[src/sv/bpa_pkg.sv]
// Package for the buddy page allocator: word types, command and status codes,
// controller states, datapath operations and the control/status structs.
// No dependencies.
`timescale 1ns / 1ps

package bpa_pkg;

  // Defaults for the top-level parameters
  localparam int TOP_ORDER_DEF  = 10;
  localparam int POOL_PAGES_DEF = 16384;

  typedef enum logic [1:0] {
    CMD_INIT  = 2'd0,
    CMD_ALLOC = 2'd1,
    CMD_FREE  = 2'd2,
    CMD_NONE  = 2'd3
  } cmd_t;

  typedef enum logic [1:0] {
    ST_OK    = 2'd0,
    ST_EMPTY = 2'd1,
    ST_BAD   = 2'd2
  } status_t;

  typedef struct packed {
    logic [1:0]  command;
    logic [13:0] page_index;
    logic [14:0] page_count;
    logic [3:0]  block_order;
  } in_word_t;

  typedef struct packed {
    logic [1:0]  status;
    logic [13:0] block_page;
    logic [14:0] total_free_pages;
  } out_word_t;

  typedef enum logic [4:0] {
    S_CLR, S_IDLE, S_NOP,
    S_INIT_CHK, S_INIT_CLR, S_INIT_PH, S_INIT_LOOP, S_INIT_NEXT,
    S_ALC_CHK, S_ALC_SRCH, S_ALC_SPLIT,
    S_FR_CHK, S_FR_RD, S_FR_LOOP, S_FR_BCHK, S_FR_MERGE,
    S_PUSH_RD, S_PUSH_WT, S_PUSH_WP,
    S_UL_RD, S_UL_LD, S_UL_V, S_UL_VW, S_UL_N, S_UL_NW, S_UL_P,
    S_DONE
  } state_t;

  typedef enum logic [4:0] {
    OP_IDLE, OP_ACCEPT, OP_NOP, OP_CLR,
    OP_INIT_CHK, OP_INIT_PH, OP_INIT_LOOP, OP_INIT_NEXT,
    OP_ALC_CHK, OP_ALC_SRCH, OP_ALC_SPLIT,
    OP_FR_CHK, OP_FR_RD, OP_FR_LOOP, OP_FR_BCHK, OP_FR_MERGE,
    OP_PUSH_RD, OP_PUSH_WT, OP_PUSH_WP,
    OP_UL_RD, OP_UL_LD, OP_UL_V, OP_UL_VW, OP_UL_N, OP_UL_NW, OP_UL_P,
    OP_DONE
  } op_t;

  // Controller to datapath
  typedef struct packed {
    op_t     op;
    logic    fin;  // latch result status this cycle
    status_t st;
  } ctrl_cmd_t;

  // Datapath to controller
  typedef struct packed {
    cmd_t cmd;
    logic bad_init;
    logic bad_order;
    logic bad_free;
    logic clr_last;
    logic range_more;
    logic ph_last;
    logic head_nil;
    logic cur_top;
    logic cur_gt_want;
    logic tail_nil;
    logic v_nil;
    logic n_nil;
    logic rd_free;
    logic buddy_out;
    logic buddy_match;
    logic out_free;
  } dp_stat_t;

endpackage

[src/sv/bpa_ctrl.sv]
// Controller of the buddy page allocator: sequences init, alloc and free
// over the datapath's list and page-record operations. Uses bpa_pkg.
`timescale 1ns / 1ps

module bpa_ctrl (
  input  logic                clk,
  input  logic                rst,
  input  logic                in_valid,
  input  bpa_pkg::cmd_t       in_command,
  input  bpa_pkg::dp_stat_t   stat,
  output bpa_pkg::ctrl_cmd_t  cmd,
  output logic                ready
);
  import bpa_pkg::*;

  state_t state, state_next;

  // State register; reset starts the record clearing pass
  always_ff @(posedge clk) begin
    if (rst) begin
      state <= S_CLR;
    end else begin
      state <= state_next;
    end
  end

  assign ready = (state == S_IDLE);

  // Next state and datapath commands
  always_comb begin
    state_next = state;
    cmd.op  = OP_IDLE;
    cmd.fin = 1'b0;
    cmd.st  = ST_OK;
    case (state)
      S_CLR: begin
        cmd.op = OP_CLR;
        if (stat.clr_last) state_next = S_IDLE;
      end
      S_IDLE: begin
        if (in_valid) begin
          cmd.op = OP_ACCEPT;
          case (in_command)
            CMD_INIT:  state_next = S_INIT_CHK;
            CMD_ALLOC: state_next = S_ALC_CHK;
            CMD_FREE:  state_next = S_FR_CHK;
            default:   state_next = S_NOP;
          endcase
        end
      end
      S_NOP: begin
        cmd.op = OP_NOP;
        cmd.fin = 1'b1;
        state_next = S_DONE;
      end
      // ---- init ----
      S_INIT_CHK: begin
        cmd.op = OP_INIT_CHK;
        if (stat.bad_init) begin
          cmd.fin = 1'b1;
          cmd.st = ST_BAD;
          state_next = S_DONE;
        end else begin
          state_next = S_INIT_CLR;
        end
      end
      S_INIT_CLR: begin
        cmd.op = OP_CLR;
        if (stat.clr_last) state_next = S_INIT_PH;
      end
      S_INIT_PH: begin
        cmd.op = OP_INIT_PH;
        state_next = S_INIT_LOOP;
      end
      S_INIT_LOOP: begin
        cmd.op = OP_INIT_LOOP;
        if (stat.range_more) begin
          state_next = S_PUSH_RD;
        end else if (stat.ph_last) begin
          cmd.fin = 1'b1;
          state_next = S_DONE;
        end else begin
          state_next = S_INIT_PH;
        end
      end
      S_INIT_NEXT: begin
        cmd.op = OP_INIT_NEXT;
        state_next = S_INIT_LOOP;
      end
      // ---- alloc ----
      S_ALC_CHK: begin
        cmd.op = OP_ALC_CHK;
        if (stat.bad_order) begin
          cmd.fin = 1'b1;
          cmd.st = ST_BAD;
          state_next = S_DONE;
        end else begin
          state_next = S_ALC_SRCH;
        end
      end
      S_ALC_SRCH: begin
        cmd.op = OP_ALC_SRCH;
        if (!stat.head_nil) begin
          state_next = S_UL_RD;
        end else if (stat.cur_top) begin
          cmd.fin = 1'b1;
          cmd.st = ST_EMPTY;
          state_next = S_DONE;
        end
      end
      S_ALC_SPLIT: begin
        cmd.op = OP_ALC_SPLIT;
        if (stat.cur_gt_want) begin
          state_next = S_PUSH_RD;
        end else begin
          cmd.fin = 1'b1;
          state_next = S_DONE;
        end
      end
      // ---- free ----
      S_FR_CHK: begin
        cmd.op = OP_FR_CHK;
        if (stat.bad_free) begin
          cmd.fin = 1'b1;
          cmd.st = ST_BAD;
          state_next = S_DONE;
        end else begin
          state_next = S_FR_RD;
        end
      end
      S_FR_RD: begin
        cmd.op = OP_FR_RD;
        if (stat.rd_free) begin
          cmd.fin = 1'b1;
          cmd.st = ST_BAD;
          state_next = S_DONE;
        end else begin
          state_next = S_FR_LOOP;
        end
      end
      S_FR_LOOP: begin
        cmd.op = OP_FR_LOOP;
        if (stat.cur_top || stat.buddy_out) state_next = S_PUSH_RD;
        else state_next = S_FR_BCHK;
      end
      S_FR_BCHK: begin
        cmd.op = OP_FR_BCHK;
        if (stat.buddy_match) state_next = S_UL_RD;
        else state_next = S_PUSH_RD;
      end
      S_FR_MERGE: begin
        cmd.op = OP_FR_MERGE;
        state_next = S_FR_LOOP;
      end
      // ---- push at list tail ----
      S_PUSH_RD: begin
        cmd.op = OP_PUSH_RD;
        if (stat.tail_nil) state_next = S_PUSH_WP;
        else state_next = S_PUSH_WT;
      end
      S_PUSH_WT: begin
        cmd.op = OP_PUSH_WT;
        state_next = S_PUSH_WP;
      end
      S_PUSH_WP: begin
        cmd.op = OP_PUSH_WP;
        case (stat.cmd)
          CMD_INIT:  state_next = S_INIT_NEXT;
          CMD_ALLOC: state_next = S_ALC_SPLIT;
          default: begin
            cmd.fin = 1'b1;
            state_next = S_DONE;
          end
        endcase
      end
      // ---- unlink from list ----
      S_UL_RD: begin
        cmd.op = OP_UL_RD;
        state_next = S_UL_LD;
      end
      S_UL_LD: begin
        cmd.op = OP_UL_LD;
        state_next = S_UL_V;
      end
      S_UL_V: begin
        cmd.op = OP_UL_V;
        if (stat.v_nil) state_next = S_UL_N;
        else state_next = S_UL_VW;
      end
      S_UL_VW: begin
        cmd.op = OP_UL_VW;
        state_next = S_UL_N;
      end
      S_UL_N: begin
        cmd.op = OP_UL_N;
        if (stat.n_nil) state_next = S_UL_P;
        else state_next = S_UL_NW;
      end
      S_UL_NW: begin
        cmd.op = OP_UL_NW;
        state_next = S_UL_P;
      end
      S_UL_P: begin
        cmd.op = OP_UL_P;
        if (stat.cmd == CMD_ALLOC) state_next = S_ALC_SPLIT;
        else state_next = S_FR_MERGE;
      end
      S_DONE: begin
        cmd.op = OP_DONE;
        if (stat.out_free) state_next = S_IDLE;
      end
      default: begin
        state_next = S_IDLE;
      end
    endcase
  end

endmodule

[config.mk]
export PLATFORM = sky130hd
export DESIGN_NAME = bpa_ctrl
export DESIGN_NICKNAME = d
export VERILOG_FILES = /design/src/sv/bpa_pkg.sv /design/src/sv/bpa_ctrl.sv
export SDC_FILE = /design/constraint.sdc
export NUM_CORES = 1
export LEC_CHECK = 0
export ABC_AREA = 0
export BUFFER_PORTS_ARGS = -buffer_cell sky130_fd_sc_hd__clkbuf_2
export CORE_UTILIZATION = 45
export DETAILED_ROUTE_END_ITERATION = 10
export MAX_ROUTING_LAYER = met4
export PLACE_DENSITY = 0.72
export RECOVER_POWER = 50
export REMOVE_ABC_BUFFERS = 1
export SYNTH_ARGS = -nofsm -noshare
export SYNTH_HDL_FRONTEND = slang
export SYNTH_SLANG_ARGS = --single-unit
export TNS_END_PERCENT = 30
[constraint.sdc]
create_clock -name clk -period 2.5 [get_ports clk]
set_clock_uncertainty 0.05 [all_clocks]
set_input_delay 0.75 -clock clk [delete_from_list [all_inputs] [get_ports clk]]
set_output_delay 0.75 -clock clk [all_outputs]
set_load 0.005 [all_outputs]
Yosys cells after proc, flatten, opt, wreduce, memory -nomap -nowiden. Index checks and enable logic that the tools add are counted.

Register bits: 5. Bits of input ports: 23. Output and inout bits: 9. Word-level logic and storage cells: 79.

Equality and inequality tests: 34. Multiplexer cells: 36. Reduce and logical (&&, ||, !) cells: 8.

Operators by type and width (number): $pmux W5 S26 (2); $mux W5 (13); $eq A5 B5 Y1 const B (11); $eq A5 B4 Y1 const B (8); $mux W3 (7); $eq A5 B3 Y1 const B (4); $pmux W4 S3 (1); $eq A5 B2 Y1 const B (2); $pmux W2 S5 (1); $pmux W5 S2 (1); $pmux W1 S9 (1); $ne A2 B2 Y1 const B (4); $mux W1 (7); $reduce_or A2 Y1 (3); $eq A5 B1 Y1 const B (1); $logic_not A5 Y1 (1); $reduce_and A5 Y1 (1); $eq A2 B1 Y1 const B (2); $logic_not A2 Y1 (2); $mux W2 (2); $mux W4 (1); $ne A3 B3 Y1 const B (1); $eq A2 B2 Y1 const B (1); $logic_or A1 B1 Y1 (1).

Longest topological paths before layout. Gate-level depths: netlist of the first run.

Depth in word-level cells: 4. Depth in mapped cells: 7. Depth with buffers taken out: 6.

Worst setup path after synthesis of the first run. Ideal clock, no wire load.

Path kind: input-to-output. Start point: input stat[13] (netlist name). End point: output cmd[2] (netlist name). Arrival time: 1.538 ns. Data required time: 1.700 ns. Path slack: 0.162 ns. Stages on the path: 5. Path buffers: 0. Cells stage by stage: mux2i_1 -> or3_1 -> a21oi_2 -> a31oi_1 -> nand3b_1.

RTL lines: from (decl) (line bpa_ctrl.sv:10) `input bpa_pkg::dp_stat_t stat,`; to (decl) (line bpa_ctrl.sv:11) `output bpa_pkg::ctrl_cmd_t cmd,`.

==> key figures, run 1 <==
Floorplanning
  – Row cnt: 17
  – Horiz. Die Dim: 52.0 um
  – # IOs: 32
  – DIE AREA: 2710 um^2
  – Die Y: 52.0 um
  – Core Region: 2280 um^2
  – Starting Density: 0.495

Placement
  – Dpl cell area: 1340 um^2
  – Final HPWL from detailed placement: 2700 um
  – Final RePlAce weighted congestion: 0.904
  – Port-buffer cells: 31
  – Cell total after placement: 219

STA
  – Setup violations, final: 2
  – Worst slew pin tran: 398 ps
  – Shortest period the worst path allows: 2530 ps
  – Final Hold Viols: 0
  – RSZ-0062 raised after global routing: yes
  – Setup TNS: -44.6 ps
  – Final setup margin: -28.3 ps
  – Relative slew slack: 0.728
  – Final Slew Violations: 0
  – Final period util: 1.01
  – F_max: 396 MHz

Synth
  – Compound-Gate Fraction of Synth Area: 0.398
  – Post-synthesis xor/xnor area fraction: 0
  – Share of the synthesized area in the top cell type: 0.0889
  – Post-Synth Adder-Cell Area: 0.0444
  – Post-synthesis sequential area ratio: 0.0889
  – Yosys reg bits: 5
  – Synth Flop Type: dfxtp_1
  – Ys Warns: 0
  – Distinct cell type count of the synthesized netlist: 61
  – Synth Cell Area: 1130 um^2
  – Yosys top cell by area: dfxtp_1
  – Syn_area_per_cell: 6.95 um^2
  – Async SR Flop Fraction: 0
  – Post-synthesis cell count: 162
  – Post-synth EDFFs: 0
  – Largest family of logic cells by synthesized area: compound AO/OA/AOI/OAI gates
  – Simple-Gate Fraction of Synth Area: 0.333
  – Top post-synthesis cells by area: dfxtp_1 8.9%, o21ai_0 6.7%, nor2_1 5.0%
  – Multiplexer share of the synthesized area: 0.0178

Worst setup path
  – R2R depth: 7
  – Crit path arrival time: 1730 ps
  – CP Data Required Time: 1700 ps
  – Crit. End Element: output port
  – CP Launch Type: input port
  – Crit Path Category: in -> out
  – CP Max Fanout: 2

Drt
  – Vias: 1377
  – DRC Markers: 0
  – TritonRoute pass-1 iters: 4
  – Starting DRT DRC Count: 49
  – Routed wire per std cell: 15.8 um
  – DR vias/cell: 6.12
  – Routed Wire Length: 3560 um
  – Routed Antenna Nets: 0

Finish
  – Share of post-route cells with drive strength above 1: 0.365
  – Nets: 225
  – Max reg flops: 5
  – Largest registers: state x5
  – Reg with most FFs: state
  – Antenna Cells: 0
  – Fin util: 0.642
  – Post-route insts no fill: 225
  – Area Overhead vs Synth: 29.7%
  – Fin area: 1460 um^2

GRT
  – Grt peak-use layer: met2
  – Grt total ovfl: 0
  – Pin count of the biggest net entering global routing: 27
  – Vias in the first global route: 1207
  – First-pass GRT wire length: 5660 um
  – Initial antenna violation count: 0
  – Met3 usage: 0.0526
  – Met1 usage: 0.375
  – Met2 usage: 0.438
  – Gr usage total: 0.283

Clock tree
  – Max Buffers Root-to-Sink: 2
  – Cts bufs inserted: 3
  – Num Clock Sinks: 5
  – Hold_buf cts: 0
  – Clk root buf: clkbuf_4
  – CTS H-tree depth: 1
  – Worst-path clk slew: 50 ps
  – CTS tree: built
  – Clk Latency, worst-skew pair: 250 ps

Worst hold path
  – Hold path cells: 2
  – Type of the worst min-delay path: in -> reg

Pwr
  – Maximum vdd drop: 0.509 mV
  – Tot Pwr: 1.02 mW
  – Pwr dens: 701 nW/um^2
  – Leak: 0.598 nW

Outcome
  – Status: finished with violations
  – Failing checks: negative setup slack

Job
  – Max Cap Viol: 0
-- cells in the final DEF, fill, tap and decap left out, types with 4 or more instances in the layout --
cell type  synthesis  routed
a21oi_1            8       8
inv_1             10      10
nor2b_1            8       8
buf_4              4      12
nand3_1            5       5
ha_1               4       4
nand2_1           13      13
nor2_1            15      15
o21ai_0           15      15
clkbuf_2           0      28
-- cells by family after synthesis --
family | after synthesis
buf+inv | 25
flops | 5
simple gates | 67
fa+ha+maj | 4
compound gates | 59
mux | 2
-- power by group --
group / total, mW / switching (mW) / internal [mW]
combinational: 0.766 / 0.420 / 0.346
sequential: 0.162 / 0.0549 / 0.107
clock: 0.0959 / 0.0355 / 0.0605
total: 1.02 / 0.510 / 0.513
-- layout make-up --
cell class / count / area [um^2]
multi-input combinational: 132 / 946
fill: 202 / 816
timing repair buffer: 45 / 302
sequential: 5 / 110
inverter: 11 / 41.3
tap: 28 / 35.0
clock buffer: 4 / 26.3
-- synth_stat cells, types with 2 or more instances --
cell type,count
o22ai_1,2
nor3b_1,3
a211oi_1,2
buf_2,7
a31oi_1,2
or3_1,3
ha_1,4
nor2b_1,8
nand3_1,5
o32ai_1,2
dfxtp_1,5
buf_4,4
o21ai_0,15
inv_1,10
buf_6,2
a21oi_1,8
a2111oi_0,2
and2b_1,3
mux2i_1,2
nand2b_1,4
a221oi_1,2
nor2_1,15
nand2_1,13
o211ai_2,2
-- final timing paths --
check	start	endpoint	slack, ps
setup / recovery	stat[13]	cmd[2]	-30
hold / removal	rst	state[0]$_SDFFE_PP0P_	710
setup reg to reg	state[4]$_SDFFE_PP0P_	state[3]$_SDFFE_PP0P_	540
hold reg to reg	state[0]$_SDFFE_PP0P_	state[0]$_SDFFE_PP0P_	760
-- metal layers --
layer	wire (um)	part of all wire
met5	0	0
met2	1730	0.49
met1	1550	0.43
met3	262	0.074
met4	25	0.0070
-- through the flow --
step	hold slack, ps	setup WS [ps]
after floorplan	736	94.6
after global placement	800	-27.2
after detailed placement	817	-67.2
after CTS	712	-26.3
after global routing	718	-101
final	713	-28.3
-- timing repair --
| action | in CTS | in global routing |
|---|---|---|
| endpoints found under the setup margin | 3 | 4 |
| pin swaps | 4 | 4 |
| setup buffers | 2 | 0 |
| gates resized for setup | 4 | 16 |
-- worst max-delay path, cell delays in order --
cell and delay, ps:
buf_6 80, mux2i_4 60, or3_4 400, a21oi_4 180
a31oi_2 60, nand3b_1 90, buf_2 110
(Power assumes the default switching activity.)
==> inputs of run 2 (changes only) <==
PLACE_DENSITY = 0.69   (was 0.72)
==> key figures, run 2 (synthesis results as in run 1) <==
Outcome
  – Status: finished with violations
  – Failing checks: negative setup slack

Finish
  – Share of post-route cells with drive strength above 1: 0.355
  – Largest registers: state x5
  – Reg with most FFs: state
  – Max reg flops: 5
  – Nets: 225
  – Most common cell after layout, fill and taps aside: clkbuf_2
  – Most frequent cells in the layout: 28 x clkbuf_2, 15 x o21ai_0, 15 x nor2_1
  – Fin util: 0.630
  – Area Overhead vs Synth: 27.3%
  – Fillers: 214
  – Fin area: 1430 um^2
  – Antenna Cells: 0

Worst setup path
  – Crit. Startpoint: stat[15]
  – Critical R2R Capture: state[3]$_SDFFE_PP0P_
  – Crit. End Element: output port
  – Crit Path Category: in -> out
  – CP max stage delay: 380 ps
  – R2R depth: 7
  – R2r startpoint: state[4]$_SDFFE_PP0P_
  – Flop-to-flop setup slack: 440 ps
  – Crit path arrival time: 1720 ps
  – CP endpoint: cmd[2]
  – Critical path cell sequence: buf_6 > mux2i_4 > or3_4 > a21oi_4 > a31oi_2 > nand3b_1 > buf_2
  – CP Launch Type: input port
  – CP Max Fanout: 2
  – Crit-path slowest cell: or3_4
  – CP Data Required Time: 1700 ps

Clock tree
  – Clk root buf: clkbuf_4
  – CTS tree: built
  – Clk Latency, worst-skew pair: 240 ps
  – Hold_buf cts: 0
  – CTS H-tree depth: 1
  – Worst-path clk slew: 40 ps
  – Max Buffers Root-to-Sink: 2
  – Num Clock Sinks: 5
  – Cts bufs inserted: 3

GRT
  – Initial antenna violation count: 0
  – Pin count of the biggest net entering global routing: 21
  – First-pass GRT wire length: 5800 um
  – Gr usage total: 0.289
  – Vias in the first global route: 1272
  – Grt total ovfl: 0

Drt
  – Top Metal Used: met4
  – Routed Wire Length: 3440 um
  – Starting DRT DRC Count: 31
  – Metal2 WL: 1650 um
  – Routed wire per std cell: 15.3 um
  – DR vias/cell: 6.10
  – Post-Route M1 WL: 1520 um
  – Wire length on met3: 242 um
  – TritonRoute pass-1 iters: 4
  – Routed Antenna Nets: 0
  – DRC Markers: 0
  – Vias: 1373

STA
  – Final Hold Viols: 0
  – Shortest period the worst path allows: 2520 ps
  – Setup violations, final: 1
  – Worst slew pin tran: 447 ps
  – Final setup margin: -24.9 ps
  – Final Slew Violations: 0
  – F_max: 396 MHz
  – RSZ-0062 raised after global routing: yes
  – Final period util: 1.01
  – Relative slew slack: 0.694

Pwr
  – Maximum vdd drop: 0.518 mV
  – Clock network power share: 0.094
  – Comb pwr share: 0.771
  – Leak: 0.592 nW
  – Internal Power: 0.508 mW
  – Switch Pwr: 0.501 mW
  – Pwr dens: 704 nW/um^2
  – Power share of the sequential group: 0.136
  – Net Sw Frac: 0.497
  – Tot Pwr: 1.01 mW

Floorplanning
  – Horiz. Die Dim: 52.0 um
  – Row cnt: 17
  – Core Region: 2280 um^2
  – DIE AREA: 2710 um^2
  – # IOs: 32
  – Starting Density: 0.495
  – Die Y: 52.0 um

Placement
  – DP Worst Slack: -83.1 ps
  – Final HPWL from detailed placement: 2760 um
  – Final RePlAce weighted congestion: 0.934
  – Dpl cell area: 1340 um^2
  – Port-buffer cells: 31

Job
  – Max Cap Viol: 0

Worst hold path
  – Type of the worst min-delay path: reg -> reg
run 2: how the worst min path moves through the flow:
stage | startpoint | endpoint | slack [ps] | cells after the start
6_report | state[1]$_SDFFE_PP0P_ | state[2]$_SDFFE_PP0P_ | 670 | 3
5_1_grt | state[1]$_SDFFE_PP0P_ | state[2]$_SDFFE_PP0P_ | 690 | 3
3_5_place_dp | state[1]$_SDFFE_PP0P_ | state[2]$_SDFFE_PP0P_ | 710 | 3
2_1_floorplan | state[0]$_SDFFE_PP0P_ | state[0]$_SDFFE_PP0P_ | 740 | 2
4_1_cts | rst | state[4]$_SDFFE_PP0P_ | 720 | 2
3_3_place_gp | state[1]$_SDFFE_PP0P_ | state[2]$_SDFFE_PP0P_ | 730 | 3
run 2: power groups by stage:
stage,Clock (mW),Sequential [mW],Combinational [mW]
after detailed placement,0,0.132,0.737
final,0.0945,0.137,0.778
after floorplan,0,0.190,0.410
after global routing,0.104,0.140,0.862
after CTS,0.0957,0.132,0.745
after global placement,0,0.134,0.729
run 2: critical path, delay by kind of cell:
kind / cells / cell delay [ps]
buffers and inverters: 2 / 200
AOI/OAI and AO/OA: 2 / 230
and+or+nand+nor: 2 / 490
muxes: 1 / 50
run 2: through the flow:
stage | hold WS (ps) | std cells | setup TNS, ps
after floorplan | 736 | 148 | 0
after global placement | 728 | 220 | -24.9
after detailed placement | 705 | 220 | -110
after CTS | 715 | 225 | -16.1
after global routing | 691 | 225 | -53.2
final | 671 | 225 | -24.9
run 2: per-layer routing:
layer  vias up  global-route usage
met4         0              0.0676
met1       634               0.381
met5         -                   -
met2        61               0.468
li1        674                   -
met3         4              0.0322
run 2: layout make-up:
| type | instances | area (um^2) | share of cell area |
|---|---|---|---|
| sequential | 5 | 104 | 0.0724 |
| inverter | 11 | 41.3 | 0.0288 |
| tap | 28 | 35.0 | 0.0244 |
| multi-input combinational | 132 | 938 | 0.654 |
| clock buffer | 4 | 26.3 | 0.0183 |
| timing repair buffer | 45 | 289 | 0.202 |
run 2: repair_timing:
action | 4_1_cts | 5_1_grt
gates resized for setup | 1 | 14
pin swaps | 4 | 3
setup buffers | 1 | 0
setup endpoints to repair | 2 | 4
==> inputs of run 3 (changes only) <==
CTS_BUF_LIST = sky130_fd_sc_hd__clkbuf_8   (was default)
==> key figures, run 3 (synthesis results as in run 1) <==
Clock tree
  – Hold_buf cts: 0
  – Clk Latency, worst-skew pair: 220 ps
  – CTS H-tree depth: 1
  – Num Clock Sinks: 5
  – CTS tree: built
  – Max Buffers Root-to-Sink: 2
  – Worst-path clk slew: 30 ps
  – Clk root buf: clkbuf_8
  – Cts bufs inserted: 3

GRT
  – Vias in the first global route: 1268
  – First-pass GRT wire length: 5810 um
  – Initial antenna violation count: 0
  – Gr usage total: 0.290
  – Grt total ovfl: 0
  – Pin count of the biggest net entering global routing: 21

Finish
  – Reg with most FFs: state
  – Share of post-route cells with drive strength above 1: 0.350
  – Post-route insts no fill: 225
  – Largest registers: state x5
  – Antenna Cells: 0
  – Area Overhead vs Synth: 28.7%
  – Nets: 225
  – Fin util: 0.637
  – Most common cell after layout, fill and taps aside: clkbuf_2
  – Max reg flops: 5
  – Most frequent cells in the layout: 28 x clkbuf_2, 15 x o21ai_0, 15 x nor2_1

Outcome
  – Failing checks: negative setup slack
  – Status: finished with violations

Pwr
  – Maximum vdd drop: 0.535 mV
  – Power share of the sequential group: 0.131
  – Switch Pwr: 0.510 mW
  – Comb pwr share: 0.730
  – Clock network power share: 0.139
  – Pwr dens: 726 nW/um^2
  – Net Sw Frac: 0.484
  – Internal Power: 0.542 mW
  – Leak: 0.604 nW

Floorplanning
  – Row cnt: 17
  – DIE AREA: 2710 um^2
  – Die Y: 52.0 um
  – Starting Density: 0.495
  – # IOs: 32
  – Core Region: 2280 um^2
  – Horiz. Die Dim: 52.0 um

Worst hold path
  – WHS Endpoint: state[2]$_SDFFE_PP0P_
  – Worst hold path startpoint: state[1]$_SDFFE_PP0P_
  – Hold path cells: 3
  – Type of the worst min-delay path: reg -> reg

STA
  – F_max: 398 MHz
  – Worst slew pin tran: 440 ps
  – Final Slew Violations: 0
  – Final period util: 1.00
  – RSZ-0062 raised after global routing: yes
  – Final setup margin: -9.96 ps
  – Final Hold Viols: 0
  – Relative slew slack: 0.699
  – Shortest period the worst path allows: 2510 ps
  – Setup violations, final: 1

Placement
  – Final HPWL from detailed placement: 2760 um
  – Cell total after placement: 220
  – Final RePlAce weighted congestion: 0.934
  – Port-buffer cells: 31

Drt
  – DRC Markers: 0
  – Routed Wire Length: 3480 um
  – Starting DRT DRC Count: 39
  – TritonRoute pass-1 iters: 4
  – Routed wire per std cell: 15.5 um
  – Routed Antenna Nets: 0
  – Vias: 1388
  – DR vias/cell: 6.17

Worst setup path
  – CP Max Fanout: 2
  – Crit Path Category: in -> out
  – Critical R2R Capture: state[3]$_SDFFE_PP0P_
  – R2R depth: 7
  – CP Data Required Time: 1700 ps
  – R2r startpoint: state[4]$_SDFFE_PP0P_
  – Crit path arrival time: 1710 ps
  – Crit. End Element: output port
  – CP Launch Type: input port
  – Flop-to-flop setup slack: 440 ps

Job
  – Max Cap Viol: 0
run 3: cell count changes in the layout (fill, tap and decap cells not counted), sizes merged:
cell / before / now
clkbuf: 32 / 31
inv: 11 / 12
run 3: worst max path at each step:
| stage | from | end | slack, ps | depth (start not counted) |
|---|---|---|---|---|
| floorplan | state[0]$_SDFFE_PP0P_ | cmd[2] | 90 | 5 |
| global placement | stat[15] | cmd[2] | -20 | 7 |
| detailed placement | stat[15] | cmd[2] | -80 | 7 |
| CTS | stat[15] | cmd[2] | -20 | 7 |
| global route | stat[13] | cmd[2] | -50 | 7 |
| finish | stat[13] | cmd[2] | -10 | 7 |
run 3: layer usage:
layer,global-route usage,share of wire,routed length [um]
met5,-,0,0
met4,0.0676,0.011,40
met3,0.0322,0.062,215
met2,0.468,0.48,1660
met1,0.385,0.45,1570
run 3: critical path, stage by stage:
cell	delay, ps
buf_6	70
mux2i_4	60
or3_4	380
a21oi_4	170
a31oi_2	60
nand3b_1	90
buf_2	120
run 3: what timing repair did:
action / 4_1_cts / 5_1_grt
pin swaps: 4 / 3
buffers inserted: 1 / 0
gates resized for setup: 1 / 13
endpoints found under the setup margin: 2 / 3
cloned: 0 / 0
run 3: final cells by class:
type,count,area (um^2)
inverters,11,41.3
repair buffers,45,289
clock inverters,1,3.75
well taps,28,35.0
fillers,213,827
multi-input cells,132,935
clock buffers,3,41.3
flip-flops and latches,5,104
run 3: through the flow:
stage                     setup WS [ps]  hold WS (ps)  cell area (um^2)  setup TNS, ps  power, mW
final                             -9.96           655              1450          -9.96       1.05
after global routing              -50.4           690              1450          -53.2       1.15
after CTS                         -16.1           717              1390          -16.1       1.02
after detailed placement          -83.1           705              1340           -110      0.869
after global placement            -24.9           728              1340          -24.9      0.863
after floorplan                    94.6           736              1030              0      0.600
run 3: power groups by stage:
stage,Sequential [mW],Clock [mW],Combinational (mW)
5_1_grt,0.140,0.156,0.850
2_1_floorplan,0.190,0,0.410
3_5_place_dp,0.132,0,0.737
4_1_cts,0.132,0.148,0.745
6_report,0.138,0.146,0.768
3_3_place_gp,0.134,0,0.729
